## config.mk

```make
export PLATFORM = sky130hd
export DESIGN_NAME = x86_partial_register_file_unit
export DESIGN_NICKNAME = d
export VERILOG_FILES = /design/src/hw/rtl/xprf_pkg.sv /design/src/hw/rtl/xprf_datapath.sv /design/src/hw/rtl/xprf_controller.sv /design/src/hw/rtl/x86_partial_register_file_unit.sv
export SDC_FILE = /design/constraint.sdc
export NUM_CORES = 1
export LEC_CHECK = 0
export CAP_MARGIN = 20
export CORE_MARGIN = 1
export CORE_UTILIZATION = 42
export DETAILED_ROUTE_END_ITERATION = 10
export DONT_BUFFER_PORTS = 1
export GPL_ROUTABILITY_DRIVEN = 0
export PLACE_DENSITY = 0.67
export SLEW_MARGIN = 20
export SYNTH_ARGS = -nofsm -noshare
export SYNTH_HDL_FRONTEND = slang
export SYNTH_SLANG_ARGS = --single-unit
```

## constraint.sdc

```tcl
create_clock -name clk -period 5.53 [get_ports clk]
set_clock_uncertainty 0.05 [all_clocks]
set_input_delay 0.2765 -clock clk [delete_from_list [all_inputs] [get_ports clk]]
set_output_delay 0.2765 -clock clk [all_outputs]
set_load 0.005 [all_outputs]
```

## src/hw/rtl/xprf_pkg.sv

```systemverilog
// Package for the partial-register file: register id decoding, lane codes,
// controller states and the command and status structs. No dependencies.
`default_nettype none
package xprf_pkg;

  localparam int unsigned DATA_W    = 32;
  localparam int unsigned SEG_W     = 16;
  localparam int unsigned ID_W      = 5;
  localparam int unsigned GEN_COUNT = 8;
  localparam int unsigned SEG_COUNT = 6;
  localparam int unsigned SLOT_W    = 3;

  localparam logic CMD_READ  = 1'b0;
  localparam logic CMD_WRITE = 1'b1;

  // First and last id of each group of register names.
  localparam logic [ID_W-1:0] ID_DWORD_FIRST = 5'd1;
  localparam logic [ID_W-1:0] ID_DWORD_LAST  = 5'd8;
  localparam logic [ID_W-1:0] ID_WORD_FIRST  = 5'd9;
  localparam logic [ID_W-1:0] ID_WORD_LAST   = 5'd16;
  localparam logic [ID_W-1:0] ID_LOW_FIRST   = 5'd17;
  localparam logic [ID_W-1:0] ID_LOW_LAST    = 5'd20;
  localparam logic [ID_W-1:0] ID_HIGH_FIRST  = 5'd21;
  localparam logic [ID_W-1:0] ID_HIGH_LAST   = 5'd24;
  localparam logic [ID_W-1:0] ID_SEG_FIRST   = 5'd25;
  localparam logic [ID_W-1:0] ID_SEG_LAST    = 5'd30;

  typedef enum logic [1:0] {
    KIND_NONE,
    KIND_GENERAL,
    KIND_SEGMENT
  } kind_t;

  typedef enum logic [1:0] {
    LANE_DWORD,
    LANE_WORD,
    LANE_LOW_BYTE,
    LANE_HIGH_BYTE
  } lane_t;

  typedef struct packed {
    kind_t             kind;
    logic [SLOT_W-1:0] slot;
    lane_t             lane;
  } loc_t;

  typedef enum logic [1:0] {
    ST_IDLE,
    ST_EXEC,
    ST_SEND
  } state_t;

  typedef struct packed {
    logic load;
    logic execute;
  } dp_cmd_t;

  typedef struct packed {
    logic is_read;
  } dp_status_t;

  function automatic loc_t decode_id(input logic [ID_W-1:0] id);
    loc_t             loc;
    logic [ID_W-1:0]  diff;
    loc.kind = KIND_NONE;
    loc.slot = '0;
    loc.lane = LANE_DWORD;
    diff     = '0;
    if (id >= ID_DWORD_FIRST && id <= ID_DWORD_LAST) begin
      diff     = id - ID_DWORD_FIRST;
      loc.kind = KIND_GENERAL;
      loc.lane = LANE_DWORD;
    end else if (id >= ID_WORD_FIRST && id <= ID_WORD_LAST) begin
      diff     = id - ID_WORD_FIRST;
      loc.kind = KIND_GENERAL;
      loc.lane = LANE_WORD;
    end else if (id >= ID_LOW_FIRST && id <= ID_LOW_LAST) begin
      diff     = id - ID_LOW_FIRST;
      loc.kind = KIND_GENERAL;
      loc.lane = LANE_LOW_BYTE;
    end else if (id >= ID_HIGH_FIRST && id <= ID_HIGH_LAST) begin
      diff     = id - ID_HIGH_FIRST;
      loc.kind = KIND_GENERAL;
      loc.lane = LANE_HIGH_BYTE;
    end else if (id >= ID_SEG_FIRST && id <= ID_SEG_LAST) begin
      diff     = id - ID_SEG_FIRST;
      loc.kind = KIND_SEGMENT;
      loc.lane = LANE_WORD;
    end
    loc.slot = diff[SLOT_W-1:0];
    return loc;
  endfunction

endpackage
`default_nettype wire

```

## src/hw/rtl/xprf_datapath.sv

```systemverilog
// Datapath of the partial-register file: the register storage, the captured
// transaction and the result register. Depends on xprf_pkg.
`default_nettype none
module xprf_datapath (
  input  wire logic                        clk,
  input  wire logic                        rst,
  input  wire xprf_pkg::dp_cmd_t           cmd,
  output xprf_pkg::dp_status_t             status,
  input  wire logic                        command,
  input  wire logic [xprf_pkg::ID_W-1:0]   register_id,
  input  wire logic [xprf_pkg::DATA_W-1:0] write_value,
  output logic [xprf_pkg::DATA_W-1:0]      read_value
);
  import xprf_pkg::*;

  logic [DATA_W-1:0] general_regs [GEN_COUNT];
  logic [SEG_W-1:0]  segment_regs [SEG_COUNT];

  logic              command_q;
  loc_t              loc_q;
  logic [DATA_W-1:0] value_q;

  logic [DATA_W-1:0] gen_cur;
  logic [DATA_W-1:0] gen_next;
  logic [DATA_W-1:0] read_next;

  assign status.is_read = (command_q == CMD_READ);

  // Transaction capture; payload only, no reset needed.
  always_ff @(posedge clk) begin
    if (cmd.load) begin
      command_q <= command;
      loc_q     <= decode_id(register_id);
      value_q   <= write_value;
    end
  end

  assign gen_cur = general_regs[loc_q.slot];

  always_comb begin
    gen_next = gen_cur;
    case (loc_q.lane)
      LANE_DWORD:     gen_next = value_q;
      LANE_WORD:      gen_next[15:0] = value_q[15:0];
      LANE_LOW_BYTE:  gen_next[7:0] = value_q[7:0];
      LANE_HIGH_BYTE: gen_next[15:8] = value_q[7:0];
      default:        gen_next = gen_cur;
    endcase
  end

  always_comb begin
    read_next = '0;
    case (loc_q.kind)
      KIND_GENERAL: begin
        case (loc_q.lane)
          LANE_DWORD:     read_next = gen_cur;
          LANE_WORD:      read_next = {16'h0000, gen_cur[15:0]};
          LANE_LOW_BYTE:  read_next = {24'h000000, gen_cur[7:0]};
          LANE_HIGH_BYTE: read_next = {24'h000000, gen_cur[15:8]};
          default:        read_next = '0;
        endcase
      end
      KIND_SEGMENT: read_next = {{(DATA_W-SEG_W){1'b0}}, segment_regs[loc_q.slot]};
      default:      read_next = '0;
    endcase
  end

  always_ff @(posedge clk) begin
    if (rst) begin
      for (int i = 0; i < GEN_COUNT; i++) general_regs[i] <= '0;
      for (int i = 0; i < SEG_COUNT; i++) segment_regs[i] <= '0;
    end else if (cmd.execute && command_q == CMD_WRITE) begin
      case (loc_q.kind)
        KIND_GENERAL: general_regs[loc_q.slot] <= gen_next;
        KIND_SEGMENT: segment_regs[loc_q.slot] <= value_q[SEG_W-1:0];
        default: ;
      endcase
    end
  end

  always_ff @(posedge clk) begin
    if (cmd.execute && command_q == CMD_READ) begin
      read_value <= read_next;
    end
  end

endmodule
`default_nettype wire

```

## src/hw/rtl/xprf_controller.sv

```systemverilog
// Controller of the partial-register file: sequences capture, execution and
// delivery of one transaction at a time. Depends on xprf_pkg.
`default_nettype none
module xprf_controller (
  input  wire logic                 clk,
  input  wire logic                 rst,
  input  wire logic                 in_valid,
  output logic                      in_stall,
  output logic                      out_valid,
  input  wire logic                 out_stall,
  output xprf_pkg::dp_cmd_t         cmd,
  input  wire xprf_pkg::dp_status_t status
);
  import xprf_pkg::*;

  state_t state;
  state_t state_next;

  always_ff @(posedge clk) begin
    if (rst) begin
      state <= ST_IDLE;
    end else begin
      state <= state_next;
    end
  end

  always_comb begin
    state_next = state;
    case (state)
      ST_IDLE: if (in_valid) state_next = ST_EXEC;
      ST_EXEC: state_next = status.is_read ? ST_SEND : ST_IDLE;
      ST_SEND: if (!out_stall) state_next = ST_IDLE;
      default: state_next = ST_IDLE;
    endcase
  end

  always_comb begin
    in_stall    = 1'b1;
    out_valid   = 1'b0;
    cmd.load    = 1'b0;
    cmd.execute = 1'b0;
    case (state)
      ST_IDLE: begin
        in_stall = 1'b0;
        cmd.load = in_valid;
      end
      ST_EXEC: cmd.execute = 1'b1;
      ST_SEND: out_valid = 1'b1;
      default: ;
    endcase
  end

endmodule
`default_nettype wire

```

## src/hw/rtl/x86_partial_register_file_unit.sv

```systemverilog
// Top level of the partial-register file: joins the controller and datapath.
// Depends on xprf_pkg, xprf_controller and xprf_datapath.
`default_nettype none
// Usage.
// The input channel (in_valid, in_stall, command, register_id, write_value)
// carries one read or write transaction naming a register id: whole 32-bit
// registers, their low halves, their low and high bytes, or a segment
// register. Id none and the unused code read as zero and ignore writes.
// A read gives one transaction on the output channel (out_valid, out_stall,
// read_value) holding the named bits zero-extended; a write gives none.
// Sequence: a transaction is captured in the accepting cycle, executed in
// the controller's execute state, and a read result is then offered from its
// send state; a write gives no result. The controller runs the sequence
// capture, execute, send, and handles one transaction at a time.
// While a result waits, in_stall stays high; the result and out_valid hold
// steady for as long as out_stall is high, and no new input is taken.
// A synchronous reset clears every general and segment register to zero and
// returns the controller to idle; the block is ready on the following cycle.
module x86_partial_register_file_unit (
  input  wire logic                        clk,
  input  wire logic                        rst,
  input  wire logic                        in_valid,
  output logic                             in_stall,
  input  wire logic                        command,
  input  wire logic [xprf_pkg::ID_W-1:0]   register_id,
  input  wire logic [xprf_pkg::DATA_W-1:0] write_value,
  output logic                             out_valid,
  input  wire logic                        out_stall,
  output logic [xprf_pkg::DATA_W-1:0]      read_value
);
  import xprf_pkg::*;

  dp_cmd_t    cmd;
  dp_status_t status;

  // The controller decides when the datapath captures and executes.
  xprf_controller u_controller (
    .clk       (clk),
    .rst       (rst),
    .in_valid  (in_valid),
    .in_stall  (in_stall),
    .out_valid (out_valid),
    .out_stall (out_stall),
    .cmd       (cmd),
    .status    (status)
  );

  // The datapath holds the registers and applies the byte-lane merges.
  xprf_datapath u_datapath (
    .clk         (clk),
    .rst         (rst),
    .cmd         (cmd),
    .status      (status),
    .command     (command),
    .register_id (register_id),
    .write_value (write_value),
    .read_value  (read_value)
  );

endmodule
`default_nettype wire

```

==> results.py, run 1 <==
metrics = {
    "sta": {
        "holdWs_ns": 0.0165,
        "setup_viol": 0,
        "worst_pin_slew_ns": 1.10,
        "post-route-period-util_pct": 53.8,
        "slew_violations": 0,
        "fin_tns_setup_ns": 0,
        "timing.fmax_mhz": 336,
        "timing.slew.headroom_pct": 26.3,
        "rsz0062_at_grt": "no",
        "finalHoldViolCount": 0,
        "period_minus_slack_ns": 2.97,
    },
    "final_layout": {
        "multiInputGateArea_um2": 5940,
        "final_nets": 1462,
        "regArea_um2": 13800,
        "antenna_cells": 0,
        "area_growth_pct": 11.4,
        "drive_gt1_share_pct": 14.5,
        "nFillCells": 4123,
    },
    "floorplan": {
        "start_util_pct": 42.5,
        "coreArea_um2": 47600,
        "die_h_um": 222,
        "num_rows": 80,
        "die_area_um2": 49100,
        "fp.dieW_um": 222,
        "ios": 76,
    },
    "placed_design": {
        "hpwl_mm": 29.2,
        "portBuffers": 0,
    },
    "setup_path": {
        "cp_data_arrival_time_ns": 3.20,
        "cp-end-kind": "register",
        "cp-start-kind": "register",
        "worstSetupPathType": "register to register",
        "crit_required_ns": 5.76,
        "crit_fanout": 53,
    },
    "pwr": {
        "ir_worst_vdd_mv": 0.187,
        "p_per_area_nw_per_um2": 345,
        "total_leakage_power_uw": 0.00798,
    },
    "clock_network": {
        "cts_buffers": 47,
        "clk_latency_ns": 0.55,
        "cts.sinks": 461,
        "clkTransAtPathRegs_ns": 0.06,
        "cts_tree": "built",
        "clockBufferDepth": 3,
        "cts_repair_resize_count": 0,
        "cts_max_level": 2,
        "cts-root-buf": "clkbuf_16",
    },
    "detailed_routing": {
        "drt_wl_total_mm": 50.3,
        "vias": 12000,
        "wl_per_cell_um": 24.4,
        "drc": 0,
        "first_iter_violations": 1005,
        "final_antenna_net_count": 0,
        "first_pass_iters": 5,
        "vias_per_cell": 5.80,
    },
    "yosys": {
        "synthDistinctLibCells": 55,
        "ys_seq_area_share_pct": 68.1,
        "netlist_instances": 1383,
        "syn_avg_cell_area_um2": 14.6,
        "ys_ff_latch": 461,
        "synth_nets": 1430,
        "synth_ff_type": "edfxtp_1",
        "ys_warn_count": 0,
        "synth_async_sr_flop_share_pct": 0,
        "netlist_area_um2": 20300,
        "synth_edf_count": 456,
    },
    "status": {
        "status": "completed",
    },
    "worst_hold_path": {
        "holdCritPathClass": "primary input to register",
    },
    "global_routing": {
        "grt_pass1_vias": 12100,
        "grt_max_degree": 54,
        "grt_overflow": 0,
        "grt_antenna_before_repair": 0,
        "grtUsageTotal_pct": 20.3,
        "grt_first_pass_wirelength_mm": 74.8,
    },
    "flow_run": {
        "maxCapViolCount": 0,
    },
}
-- kinds of logic after synthesis --
family                     after synthesis  synth area share (%)
AOI/OAI and AO/OA                      189                  6.72
xor gates and xnor gates                 1                0.0433
adders and majority gates                5                 0.309
buffers and inverters                  104                  2.78
DFF                                    461                  68.1
muxes                                  169                  11.5
and+or+nand+nor                        454                  10.6
-- stage by stage --
step / worst slack [ns] / cells / utilization, % / cell area (um2) / total power (uW)
floorplan: 2.14 / 1383 / - / 20300 / 4740
global placement: 2.54 / 1944 / 43.7 / 20800 / 4960
detailed placement: 2.52 / 1944 / 43.7 / 20800 / 4980
CTS: 2.54 / 2062 / 47.4 / 22600 / 7830
global route: 2.34 / 2062 / 47.4 / 22600 / 8010
finish: 2.56 / 2062 / 47.4 / 22600 / 7800
-- final timing paths --
path	from	to	slack, ns	cells past startpoint
setup reg to reg	register	u_datapath.read_value[7]	2.56	5
hold / removal	register_id[4]	u_datapath.loc_q[0]	0.02	2
hold reg to reg	u_datapath.loc_q[3]	register	0.58	2
setup / recovery	register	u_datapath.read_value[7]	2.56	5
-- synthesized netlist by cell type, drive strengths merged, types with 4 or more instances --
library cell / count / area share, %
o211a: 5 / 0.25
nand2b: 19 / 0.59
buf: 33 / 1.5
o32ai: 5 / 0.40
clkbuf: 52 / 0.96
mux2: 12 / 0.67
a21oi: 78 / 1.9
mux4: 48 / 5.3
mux2i: 109 / 5.4
o221ai: 8 / 0.35
a211oi: 7 / 0.26
nand3: 11 / 0.47
nor2b: 17 / 0.53
and2: 56 / 1.7
o31ai: 5 / 0.19
nand2: 49 / 0.91
and3: 19 / 0.59
inv: 19 / 0.35
nand3b: 6 / 0.22
a21o: 17 / 0.72
dfxtp: 5 / 0.49
a22oi: 32 / 1.2
o21ai: 7 / 0.17
a32o: 5 / 0.25
nor4b: 4 / 0.27
edfxtp: 456 / 68
ha: 5 / 0.31
a31oi: 8 / 0.49
nor2: 261 / 4.8
-- critical path, stage by stage (launching register included) --
cell and delay, ns:
dfxtp_4 1.04, buf_12 0.45, mux4_2 0.57, mux2_2 0.32, nand2_1 0.09, o221ai_1 0.12
-- flip-flops by register name, summed over array words and instances, names as in the netlist, named ones only --
name                     flops
u_datapath.segment_regs    128
u_controller.state           2
u_datapath.general_regs    256
u_datapath.read_value       32
u_datapath.command_q         1
u_datapath.value_q          32
u_datapath.loc_q             7
-- per-layer routing --
layer | GRT usage, % | vias up | part of all wire [%]
met5 | 0 | - | 0
met3 | 3.14 | 68 | 7.2
met4 | 5.98 | 0 | 2.0
li1 | - | 5265 | -
met2 | 34.6 | 496 | 50
met1 | 26.9 | 6125 | 41
-- what timing repair did --
action,CTS,global route
endpoints found under the hold margin,38,0
hold buffers,37,0
buffers inserted,0,0
-- cell type report --
cell class	instances	share of cell area (%)
clock buffers	63	5.48
clock inverters	18	0.494
inverters	19	0.322
multi-input cells	818	26.3
flip-flops and latches	461	61.2
well taps	615	3.41
repair buffers	68	2.78
-- placed cells by master, fill, tap and decap left out, types with 19 or more instances in the layout --
cell,count
edfxtp_1,456
nor2_1,260
mux2i_1,108
a21oi_1,78
and2_1,54
nand2_1,49
mux4_2,48
clkbuf_16,47
dlygate4sd3_1,37
a22oi_1,32
buf_4,29
and3_1,19
-- power breakdown --
part | switching (uW) | internal [uW]
combinational | 524 | 323
sequential | 117 | 3960
clock | 1260 | 1610
total | 1900 | 5890
Note: power is estimated with default switching activity, not from simulation.
==> inputs of run 2 (changes only) <==
--- a/config.mk
+++ b/config.mk
@@ -5,13 +5,14 @@
 export SDC_FILE = /design/constraint.sdc
 export NUM_CORES = 1
 export LEC_CHECK = 0
+export ABC_AREA = 1
 export CAP_MARGIN = 20
 export CORE_MARGIN = 1
 export CORE_UTILIZATION = 42
 export DETAILED_ROUTE_END_ITERATION = 10
 export DONT_BUFFER_PORTS = 1
 export GPL_ROUTABILITY_DRIVEN = 0
-export PLACE_DENSITY = 0.67
+export PLACE_DENSITY = 0.7
 export SLEW_MARGIN = 20
 export SYNTH_ARGS = -nofsm -noshare
 export SYNTH_HDL_FRONTEND = slang
==> constraint.sdc (replaced) <==
create_clock -name clk -period 2.7 [get_ports clk]
set_clock_uncertainty 0.05 [all_clocks]
set_input_delay 0.135 -clock clk [delete_from_list [all_inputs] [get_ports clk]]
set_output_delay 0.135 -clock clk [all_outputs]
set_load 0.005 [all_outputs]
==> run 2 against run 1 <==
Sequential share of layout area fell by 2.7 points. Utilization rose by 0.93 points. Worst hold slack gained 0.012 ns. Routed wire length up 12%. Largest cell class unchanged. Largest power group unchanged.
==> results.py, run 2 <==
metrics = {
    "yosys": {
        "yosys.area.top_type_share_pct": 66.0,
        "synth_most_common_cell": "edfxtp_1",
        "ys_seq_area_share_pct": 66.5,
        "ys_warn_count": 0,
        "synth.largest_area_cell": "edfxtp_1",
        "netlist_instances": 2042,
        "syn_avg_cell_area_um2": 10.2,
        "ys_ff_latch": 461,
        "synthDistinctLibCells": 30,
        "synth_nets": 2089,
        "netlist_area_um2": 20800,
        "synth_async_sr_flop_share_pct": 0,
        "synth_edf_count": 456,
        "synthTopCellsByCount": "edfxtp_1 (456), nor2_1 (417), nand2_1 (369)",
        "yosys-top-cells-area": "edfxtp_1 (66%), nor2_1 (7.5%), nand2_1 (6.7%)",
        "synth_ff_type": "edfxtp_1",
    },
    "final_layout": {
        "stdcell_area_um2": 23600,
        "antenna_cells": 0,
        "regMostFlops": "u_datapath.general_regs",
        "area_growth_pct": 13.7,
        "final_cell_mix": "edfxtp_1 (456), nor2_1 (417), nand2_1 (369)",
        "final_nets": 2133,
        "regArea_um2": 13800,
        "reg.largest.list": "u_datapath.general_regs: 256 flops, u_datapath.segment_regs: 128 flops",
        "largest_reg_flops": 256,
        "utilization_pct": 48.3,
        "layout.cells.non_filler": 2785,
        "drive_gt1_share_pct": 7.78,
        "multiInputGateArea_um2": 5780,
        "layout_commonest_cell": "edfxtp_1",
        "nFillCells": 4445,
    },
    "detailed_routing": {
        "first_iter_violations": 1766,
        "vias": 15300,
        "first_pass_iters": 5,
        "vias_per_cell": 5.51,
        "wl_per_cell_um": 20.3,
        "drc": 0,
        "drt_wl_total_mm": 56.6,
        "final_antenna_net_count": 0,
    },
    "pwr": {
        "p_per_area_nw_per_um2": 721,
        "ir_worst_vdd_mv": 0.426,
        "total_leakage_power_uw": 0.00901,
    },
    "status": {
        "status": "completed",
    },
    "sta": {
        "slew_violations": 0,
        "setup_viol": 0,
        "period_minus_slack_ns": 2.31,
        "finalHoldViolCount": 0,
        "worst_pin_slew_ns": 1.10,
        "timing.slew.headroom_pct": 26.6,
        "timing.fmax_mhz": 433,
        "rsz0062_at_grt": "no",
        "post-route-period-util_pct": 85.6,
    },
    "clock_network": {
        "cts_repair_resize_count": 0,
        "clkTransAtPathRegs_ns": 0.06,
        "cts_setup_buffers": 0,
        "clk_latency_ns": 0.58,
        "clockBufferDepth": 3,
        "cts-root-buf": "clkbuf_16",
        "cts_buffers": 48,
        "cts.sinks": 461,
        "cts_max_level": 2,
        "cts_tree": "built",
    },
    "global_routing": {
        "grtUsageTotal_pct": 22.3,
        "grt_first_pass_wirelength_mm": 85.5,
        "grt_overflow": 0,
        "grt_pass1_vias": 14700,
        "grt_antenna_before_repair": 0,
        "grt_max_degree": 121,
    },
    "floorplan": {
        "ios": 76,
        "die_h_um": 224,
        "num_rows": 81,
        "start_util_pct": 42.5,
        "fp.dieW_um": 224,
        "coreArea_um2": 48800,
        "die_area_um2": 50300,
    },
    "placed_design": {
        "hpwl_mm": 32.8,
        "portBuffers": 0,
        "dp_cells": 2655,
        "dpl_cell_area_um2": 21600,
    },
    "setup_path": {
        "cpMaxStageDelayCell": "dlygate4sd3_1",
        "worstSetupPathType": "primary input to register",
        "cp-start-kind": "primary input",
        "timing.critical_path.mode_cell": "dlygate4sd3_1",
        "worst_path_largest_cell_delay_ns": 0.61,
        "path_delay_family": "buffers and inverters",
        "crit_required_ns": 3.10,
        "cp_data_arrival_time_ns": 2.71,
        "cp_cell_sequence": "dlygate4sd3_1 > nand2_1 > dlygate4sd3_1 > o211ai_1 > nand4_1 > nand3_1 > nand2_1 > dlygate4sd3_1",
        "crit_fanout": 6,
        "cp-end-kind": "register",
        "crit_buf_inv": 3,
    },
    "flow_run": {
        "maxCapViolCount": 0,
    },
    "worst_hold_path": {
        "holdCritPathClass": "primary input to register",
    },
}
==> run 2: cell types whose count changed in the layout (fill, tap and decap cells not counted), sizes merged, moves of 33 or more <==
| cell | delta |
|---|---|
| nand3 | +102 |
| nor2 | +160 |
| a21oi | +83 |
| o21ai | +131 |
| mux4 | -48 |
| mux2i | -109 |
| inv | +146 |
| and2 | -56 |
| o211ai | +33 |
| nand2 | +336 |
==> run 2: logic make-up (layout without fill, tap and decap cells) <==
| group | count (synthesis) | count (layout) | share of synthesized area [%] |
|---|---|---|---|
| AOI/OAI and AO/OA | 365 | 365 | 9.55 |
| adders and majority gates | 5 | 5 | 0.301 |
| DFF | 461 | 461 | 66.5 |
| and+or+nand+nor | 930 | 930 | 17.9 |
| buffers and inverters | 280 | 359 | 5.79 |
| xor gates and xnor gates | 1 | 1 | 0.0422 |
==> run 2: worst min-delay path, stage by stage <==
cell     delay [ns]
nand2_1        0.05
inv_1          0.05
nand3_1        0.16
nor2_1         0.07
==> run 2: area by class of cell <==
class / instances / share of cell area (%)
Multi-Input combinational cell: 1301 / 24.5
Clock inverter: 23 / 1.03
Clock buffer: 62 / 5.40
Sequential cell: 461 / 58.5
Timing Repair Buffer: 107 / 4.36
Inverter: 167 / 2.67
Tap cell: 664 / 3.52
==> run 2: repair_timing <==
item,CTS,global route
endpoints found under the setup margin,0,0
hold buffers,45,0
endpoints found under the hold margin,44,0
==> run 2: final timing paths <==
| check | cells after the start | endpoint | slack (ns) | from |
|---|---|---|---|---|
| setup / recovery | 8 | register | 0.39 | register_id[4] |
| hold / removal | 4 | u_datapath.loc_q[6] | 0.03 | register_id[3] |
| setup reg to reg | 5 | u_datapath.general_regs[2][25] | 0.42 | u_datapath.loc_q[1] |
| hold reg to reg | 2 | register | 0.56 | u_datapath.loc_q[3] |
==> run 2: per-layer routing <==
| metal | wire length [um] | share of wire [%] | vias to the layer above | global-route usage, % |
|---|---|---|---|---|
| met5 | 0 | 0 | - | 0 |
| met4 | 1890 | 3.3 | 0 | 9.06 |
| met3 | 5450 | 9.6 | 141 | 4.00 |
| met2 | 27000 | 48 | 825 | 36.3 |
| met1 | 22200 | 39 | 7344 | 29.7 |
| li1 | - | - | 7026 | - |
==> run 2: where the power goes <==
part           switching, uW  leakage (uW)  total [uW]  internal (uW)
Combinational           1650       0.00358        2270            620
Clock                   2700      0.000737        6500           3800
Sequential               118       0.00469        8230           8110
Total                   4470       0.00901       17000          12500
==> run 2: stage by stage <==
step / power (uW) / setup TNS [ns] / setup WS (ns) / hold slack (ns)
after detailed placement: 10500 / 0 / 0.499 / 0.160
after CTS: 17100 / 0 / 0.386 / 0.00627
after floorplan: 9840 / -4.82 / -0.151 / 0.154
final: 17000 / 0 / 0.388 / 0.0286
after global routing: 17600 / 0 / 0.215 / 0.0393
after global placement: 10500 / 0 / 0.541 / 0.159
==> inputs of run 3 (changes only) <==
--- a/config.mk
+++ b/config.mk
@@ -12,7 +12,7 @@
 export DETAILED_ROUTE_END_ITERATION = 10
 export DONT_BUFFER_PORTS = 1
 export GPL_ROUTABILITY_DRIVEN = 0
-export PLACE_DENSITY = 0.7
+export PLACE_DENSITY = 0.67
 export SLEW_MARGIN = 20
 export SYNTH_ARGS = -nofsm -noshare
 export SYNTH_HDL_FRONTEND = slang
==> constraint.sdc (replaced) <==
create_clock -name clk -period 2.4 [get_ports clk]
set_clock_uncertainty 0.05 [all_clocks]
set_input_delay 0.12 -clock clk [delete_from_list [all_inputs] [get_ports clk]]
set_output_delay 0.12 -clock clk [all_outputs]
set_load 0.005 [all_outputs]
==> run 3 against run 2 <==
Setup slack got worse by 0.23 ns. Utilization increased by 0.58 points. Register-to-register slack got worse by 0.19 ns. Flip-flop and latch count unchanged. Worst hold slack improved by 0.0091 ns.
==> results.py, run 3 (synthesis gave the netlist of run 2 again) <==
metrics = {
    "floorplan": {
        "coreArea_um2": 48800,
        "num_rows": 81,
        "die_h_um": 224,
        "die_area_um2": 50300,
        "ios": 76,
        "start_util_pct": 42.5,
        "fp.dieW_um": 224,
    },
    "status": {
        "status": "completed",
    },
    "clock_network": {
        "clkTransAtPathRegs_ns": 0.06,
        "cts-root-buf": "clkbuf_16",
        "cts_buffers": 48,
        "clk_latency_ns": 0.61,
        "cts_tree": "built",
        "clockBufferDepth": 3,
        "cts_max_level": 2,
        "cts.sinks": 461,
    },
    "global_routing": {
        "grt_first_pass_wirelength_mm": 86.7,
        "grt_antenna_before_repair": 0,
        "grtUsageMet2_pct": 37.7,
        "grt_pass1_vias": 15000,
        "grtUsageMet3_pct": 4.35,
        "busiest_layer": "met2",
        "grt_overflow": 0,
        "grt_max_degree": 99,
        "grtUsageTotal_pct": 22.8,
        "use_met1_pct": 30.0,
    },
    "flow_run": {
        "maxCapViolCount": 0,
    },
    "placed_design": {
        "dp_cells": 2674,
        "place_ws_ns": 0.267,
        "hpwl_mm": 33.9,
        "portBuffers": 0,
    },
    "setup_path": {
        "cp_data_arrival_time_ns": 2.56,
        "rr_worst_depth": 7,
        "crit_buf_inv": 4,
        "cp_cell_sequence": "dlygate4sd3_1 > inv_1 > ha_1 > nand2_1 > nand2_1 > nand2_1 > dlygate4sd3_1 > nor2_2 > dlygate4sd3_1 > nor2_1",
        "worstSetupPathType": "primary input to register",
        "cp-end-kind": "register",
        "cpMaxStageDelayCell": "dlygate4sd3_1",
        "crit_cells": 10,
        "crit_fanout": 4,
        "worst_path_largest_cell_delay_ns": 0.58,
        "cp-start-kind": "primary input",
        "path_delay_family": "buffers and inverters",
        "crit_required_ns": 2.72,
    },
    "final_layout": {
        "final_cell_mix": "edfxtp_1 (456), nor2_1 (416), nand2_1 (361)",
        "final_nets": 2150,
        "largest_reg_flops": 256,
        "drive_gt1_share_pct": 9.26,
        "regMostFlops": "u_datapath.general_regs",
        "layout.cells.non_filler": 2802,
        "layout_commonest_cell": "edfxtp_1",
        "utilization_pct": 48.9,
        "reg.largest.list": "u_datapath.general_regs: 256 flops, u_datapath.segment_regs: 128 flops",
        "area_growth_pct": 15.0,
        "antenna_cells": 0,
    },
    "worst_hold_path": {
        "holdCritPathClass": "primary input to register",
        "min_path_cells": 4,
    },
    "detailed_routing": {
        "first_iter_violations": 1572,
        "drt_wl_total_mm": 56.9,
        "vias": 15200,
        "first_pass_iters": 5,
        "final_antenna_net_count": 0,
        "drc": 0,
        "vias_per_cell": 5.44,
        "wl_per_cell_um": 20.3,
    },
    "sta": {
        "timing.fmax_mhz": 446,
        "finalHoldViolCount": 0,
        "period_minus_slack_ns": 2.24,
        "setup_viol": 0,
        "slew_violations": 0,
        "timing.slew.headroom_pct": 42.6,
        "setup_slack_ns": 0.156,
        "rsz0062_at_grt": "no",
        "worst_pin_slew_ns": 0.857,
        "post-route-period-util_pct": 93.5,
        "holdWs_ns": 0.0377,
    },
    "pwr": {
        "ir_worst_vdd_mv": 0.510,
        "total_leakage_power_uw": 0.00916,
        "p_per_area_nw_per_um2": 813,
    },
}
==> run 3: cell types whose count changed in the layout (fill, tap and decap cells not counted), moves of 2 or more <==
cell | before | now
buf_4 | 53 | 66
inv_6 | 3 | 1
clkbuf_1 | 13 | 5
clkinv_1 | 13 | 16
clkinv_2 | 5 | 7
nand2_2 | 16 | 24
buf_12 | 9 | 15
dlygate4sd3_1 | 45 | 43
nand2_1 | 369 | 361
==> run 3: stage by stage <==
step                setup TNS [ns]  cell area, um2  total power [uW]
floorplan                   -15.97           20800             11100
global placement                 0           21900             11900
detailed placement               0           21900             11900
CTS                              0           23900             19500
global route                     0           23900             20000
finish                           0           23900             19400
==> run 3: worst register-to-register path: stages, from the launching register on <==
cell	delay, ns
dfxtp_4	0.37
buf_12	0.24
buf_12	0.28
buf_4	0.34
o21ai_0	0.13
o211ai_1	0.24
nand3_1	0.11
a21oi_1	0.22
==> run 3: cell type report <==
class                      count  area, um2
clock buffer                  54       1240
clock inverter                31        334
fill                        4430      25000
inverter                     167        629
multi-input combinational   1301       5800
sequential                   461      13800
tap                          664        831
timing repair buffer         124       1230
==> run 3: per-layer routing <==
| layer | vias to the layer above | wire [um] | part of all wire [%] |
|---|---|---|---|
| li1 | 7071 | - | - |
| met1 | 7306 | 22500 | 40 |
| met2 | 762 | 27400 | 48 |
| met3 | 109 | 5490 | 9.6 |
| met4 | 0 | 1480 | 2.6 |
| met5 | - | 0 | 0 |
==> run 3: worst paths after layout <==
check	to	slack, ns	startpoint
min	u_datapath.general_regs[2][17]	0.04	rst
min reg2reg	register	0.55	u_datapath.loc_q[3]
max	u_datapath.loc_q[0]	0.16	register_id[0]
max reg2reg	u_datapath.read_value[10]	0.23	register
==> run 3: repair_timing <==
action,in CTS,in global routing
setup buffers,0,0
gates resized for setup,0,1
hold endpoints to repair,56,0
hold buffers,43,0
endpoints found under the setup margin,0,1
==> run 3: report_power, final <==
group          switching [uW]  total (uW)  leakage (uW)  internal [uW]
clock network            3180        7550      0.000765           4370
registers                 135        9260       0.00469           9120
logic                    1850        2600       0.00370            747
